File: config.mk
export PLATFORM = sky130hd
export DESIGN_NAME = bpra_ram
export DESIGN_NICKNAME = d
export VERILOG_FILES = /design/src/design/bpra_ram.sv
export SDC_FILE = /design/constraint.sdc
export NUM_CORES = 2
export LEC_CHECK = 0
export BUFFER_PORTS_ARGS = -buffer_cell sky130_fd_sc_hd__buf_4
export CAP_MARGIN = 0
export CORE_UTILIZATION = 50
export DETAILED_ROUTE_END_ITERATION = 10
export PLACE_DENSITY = 0.63
export REMOVE_ABC_BUFFERS = 1
export SETUP_SLACK_MARGIN = 0.4
export SLEW_MARGIN = 20
export SYNTH_ARGS = -nofsm -noshare
export SYNTH_HDL_FRONTEND = slang
export SYNTH_SLANG_ARGS = --single-unit
File: constraint.sdc
create_clock -name clk -period 5.96 [get_ports clk]
set_input_delay 0.894 -clock clk [delete_from_list [all_inputs] [get_ports clk]]
set_output_delay 0.894 -clock clk [all_outputs]
set_load 0.005 [all_outputs]
File: src/design/bpra_ram.sv
// Generic single-write, single-read RAM with registered read data.
// No dependencies.
module bpra_ram #(
    parameter int WIDTH = 32,
    parameter int DEPTH = 128
) (
    input  logic                     clk,
    input  logic                     wr_en,
    input  logic [$clog2(DEPTH)-1:0] wr_addr,
    input  logic [WIDTH-1:0]         wr_data,
    input  logic                     rd_en,
    input  logic [$clog2(DEPTH)-1:0] rd_addr,
    output logic [WIDTH-1:0]         rd_data
);

    logic [WIDTH-1:0] mem [DEPTH];

    // Write port and registered read port
    always_ff @(posedge clk)
    begin
        if (wr_en)
        begin
            mem[wr_addr] <= wr_data;
        end
        if (rd_en)
        begin
            rd_data <= mem[rd_addr];
        end
    end

endmodule

Word level (Yosys, flattened, before mapping)

Memory sizes are Yosys's and may differ from the RTL's. A register that Yosys moved wholly into a read port is not among the register bits.
Index checks and enable logic that the tools add are counted.

Bits in registers: 0
Memory bits (writable): 4096
Input bits: 49
Output and inout port bits: 32
Word-level logic and storage cells: 3
Memories: 1

Mux-type cells: 2

Memories:

| name | depth | bits a word | read ports | clocked after memory_dff | write ports | RTL line | RTL |
|---|---|---|---|---|---|---|---|
| mem  | 128   | 32          | 1          | 1                        | 1           | 16       | `logic [WIDTH-1:0] mem [DEPTH];` |

Operator list:

| operator | number |
|---|---|
| $mux 1   | 2 |

Logic depth before layout (Yosys ltp)

Depth in word-level cells: 2
Depth in mapped cells: 8
Gate-level depth less buffers: 4

Least setup slack after synthesis

Ideal clock, no wire load.

Path type: input to register
Start: input wr_en
End: memory mem[98][0], enable pin
Setup time: 0.461 ns
Arrival: 3.672 ns
Required time: 5.499 ns
Setup slack: 1.827 ns
Stages on the path: 3
Path buffers: 1
Cell sequence: clkbuf_1 > nand4_1 > nor3_1

Cells in the longest elaborated chain, start to end: 2

RTL lines:

| what                         | RTL line | RTL |
|---|---|---|
| start: declaration           | 8        | `input logic wr_en,` |
| $mux 1                       | 21       | `if (wr_en)` |
| $mux 1 (not written as such) | 23       | `mem[wr_addr] <= wr_data;` |
| end: declaration             | 16       |  |

Every way passes these cells.

Final worst setup path

Start: input wr_addr[5]
End: memory mem[56][24], enable pin

RTL lines:

| what               | RTL line | RTL |
|---|---|---|
| start: declaration | 9        | `input logic [$clog2(DEPTH)-1:0] wr_addr,` |

Straight into the memory's write port.

==> metrics.log <==
[metrics] worst endpoint data arrival time: 4440 ps
[metrics] DRT Wirelength: 405000 µm
[metrics] combinational fraction of design power: 0.051
[metrics] vertical extent of the die: 562 µm
[metrics] final core occ: 0.573
[metrics] share of the clock period used by the worst path: 0.639
[metrics] share of total power in the clock network: 0.419
[metrics] count of nets left with antenna violations after detail routing: 0
[metrics] GRT overflow: 0
[metrics] DRC violation total after the first TritonRoute iteration: 10300
[metrics] Gate Count Post-Synth: 5990
[metrics] Clk pin slew, worst setup/hold paths: 60 ps
[metrics] final net count: 6566
[metrics] Root Buffer: sky130_fd_sc_hd__clkbuf_16
[metrics] unrepaired setup endpoints after global routing: false
[metrics] number of iterations in the first detailed-routing pass: 6
[metrics] Max clock buf depth: 4
[metrics] final period demand of the worst path: 3810 ps
[metrics] pin count of the biggest net entering global routing: 112
[metrics] count of cells along the worst register-to-register path: 4
[metrics] floorplan die area: 315000 µm²
[metrics] area grow syn2layout: 14.0%
[metrics] result of the run: completed
[metrics] biggest area consumer among synthesized cells: sky130_fd_sc_hd__edfxtp_1
[metrics] port buffer count: 80
[metrics] P_int: 47.7 mW
[metrics] overall global routing resource usage: 0.258
[metrics] DRC violation count after routing: 0
[metrics] Synth top area share: 0.792
[metrics] Fin Hold WS: 327 ps
[metrics] count of final setup violators: 0
[metrics] number of setup buffers added after CTS: 0
[metrics] Warnings, synthesis: 0
[metrics] sequential group share of total power: 0.530
[metrics] starting utilization of the core area: 0.502
[metrics] Post-DP HPWL: 237000 µm
[metrics] clock net sink count: 4128
[metrics] reported leakage power: 54.8 nW
[metrics] startpoint type of the worst setup path: input port
[metrics] clock tree from TritonCTS: built
[metrics] area of the multi-input gates: 32300 µm²
[metrics] Peak VDD IR: 0.263 mV
[metrics] final routed wire length divided by cell count: 36.8 µm
[metrics] switching portion of total power: 0.214
[metrics] worst hold stages: 1
[metrics] critical path endpoint category: flop
[metrics] filler instances: 21800
[metrics] global placer's final weighted congestion: 0.820
[metrics] worst slew pin tran: 1230 ps
[metrics] Hold Fails Final Rpt: 0
[metrics] post-synthesis area per instance: 26.1 µm²
[metrics] Slew Limit Fails: 0
[metrics] skew final: 95.9 ps
[metrics] average vias per placed instance: 6.45
[metrics] clock insertion delay at the later pin of the skew report: 1000 ps
[metrics] overall die width: 562 µm
[metrics] number of violations of the max-capacitance limit: 0
[metrics] HP Class: input port to flop
[metrics] Hold-fix buffers, CTS: 0
[metrics] share of cells above drive strength 1: 0.367
[metrics] setup tns final: 0 ps
[metrics] delay of the slowest critical-path stage: 1090 ps
[metrics] worst setup timing slack at the placement stage: 1340 ps
[metrics] power dissipated by switching net loads: 13.0 mW
[metrics] Critical Path RT: 6600 ps
[metrics] Max Clock Freq: 263 MHz
[metrics] cell repeated most along the worst path: sky130_fd_sc_hd__buf_4
[metrics] Max Fanout on Critical Path: 19
[metrics] Rel. slew slack: 0.178
[metrics] footprint of the flip-flops and latches: 124000 µm²
[metrics] Crit-path slowest cell: sky130_fd_sc_hd__nor2_4
[metrics] Pwr Density: 340 nW/µm²
[metrics] count of cells resized by post-cts repair: 0
[metrics] Worst Slack Setup Final: 2150 ps
[metrics] total number of vias: 70900
[metrics] Critical Path, Cell by Cell: buf_4 -> nor2b_1 -> nand3_1 -> nor2_4 -> buf_4
[metrics] antenna violations before repair: 71
[metrics] CTS H-tree depth: 5
[metrics] Post-Synthesis Cell Area: 157000 µm²
[metrics] count of boundary I/O pins: 81
[metrics] via count of the first global-routing pass: 71400
[metrics] cell types occupying the most area after synthesis: sky130_fd_sc_hd__edfxtp_1 79%, sky130_fd_sc_hd__mux4_2 19%, sky130_fd_sc_hd__clkbuf_1 0.44%
[metrics] synthesized flop and latch total: 4128
[metrics] first-pass GRT wire length: 564000 µm
[metrics] CTS Buf Count: 409
[metrics] # rows: 205
[metrics] sequential share of the synthesized area: 0.792
[metrics] number of different library cells in the post-synthesis netlist: 16
[metrics] worst setup path class: input port to flop
[metrics] standard cell core area: 312000 µm²
==> synth_stat cells <==
cell type / number
sky130_fd_sc_hd__nor3_1: 9
sky130_fd_sc_hd__nor2_1: 122
sky130_fd_sc_hd__mux2_2: 32
sky130_fd_sc_hd__nand2b_1: 2
sky130_fd_sc_hd__buf_6: 2
sky130_fd_sc_hd__nand3_1: 12
sky130_fd_sc_hd__nand2_1: 14
sky130_fd_sc_hd__buf_1: 50
sky130_fd_sc_hd__mux4_2: 1344
sky130_fd_sc_hd__nor2b_1: 7
sky130_fd_sc_hd__buf_4: 3
sky130_fd_sc_hd__edfxtp_1: 4128
sky130_fd_sc_hd__or3_1: 1
sky130_fd_sc_hd__nand4_1: 3
sky130_fd_sc_hd__clkbuf_1: 182
sky130_fd_sc_hd__buf_2: 79
==> layer usage <==
metal / share of wire / global-route usage
met5: 0.00031 / 0
met4: 0.025 / 0.0636
met3: 0.10 / 0.0569
met2: 0.49 / 0.410
met1: 0.39 / 0.368
==> final cells by class <==
cell class,count,share of cell area
Clock inverter,252,0.0144
Sequential cell,4128,0.694
Clock buffer,487,0.0596
Antenna cell,12,0.000168
Multi-Input combinational cell,1546,0.181
Timing Repair Buffer,432,0.0218
Tap cell,4140,0.0290
==> power groups by stage <==
stage	clock, mW	sequential (mW)	combinational, mW
4_1_cts	25.8	32.2	3.13
3_3_place_gp	0	32.8	3.08
5_1_grt	26.8	32.2	3.24
2_1_floorplan	0	32.7	1.18
3_5_place_dp	0	32.8	3.12
6_report	25.4	32.2	3.11
==> critical path, delay by kind of cell <==
family | cells | cell delay, ps
and+or+nand+nor | 3 | 3030
buffers and inverters | 2 | 470
==> state kept, by name (all words and copies together) (netlist names) <==
| name | count |
|---|---|
| mem | 4096 |
| rd_data | 32 |
==> final timing paths <==
path	from	endpoint	slack, ps
worst max-delay path	wr_addr[5]	mem[56][24]	2150
worst min-delay path	wr_data[18]	mem[8][18]	330
worst max register to register	mem[96][30]	rd_data[30]	3170
worst min register to register	mem[122][27]	rd_data[27]	1210
==> cell families after synthesis <==
| logic type | count (synthesis) | synth area share |
|---|---|---|
| buf+inv | 316 | 0.00837 |
| mux | 1376 | 0.196 |
| simple gates | 170 | 0.00445 |
| flops | 4128 | 0.792 |
==> per-stage QoR <==
step,area (µm²),instances,total power [mW]
3_3_place_gp,165000,10200,35.9
3_5_place_dp,165000,10200,35.9
6_report,179000,11000,60.7
4_1_cts,179000,11000,61.1
5_1_grt,179000,11000,62.2
2_1_floorplan,155000,5674,33.9
==> placed cells by master (no fill, tap or decap), types with 38 or more instances in the layout <==
master                      Yosys  final
sky130_fd_sc_hd__edfxtp_1    4128   4128
sky130_fd_sc_hd__mux4_2      1344   1344
sky130_fd_sc_hd__clkbuf_16      0    414
sky130_fd_sc_hd__buf_4          3    378
sky130_fd_sc_hd__nor2_4         0    119
sky130_fd_sc_hd__clkinv_1       0     97
sky130_fd_sc_hd__clkinv_2       0     77
sky130_fd_sc_hd__clkbuf_1     182     73
sky130_fd_sc_hd__buf_12         0     48
sky130_fd_sc_hd__bufinv_16      0     38
No activity file was read; power rests on OpenSTA's default activity.
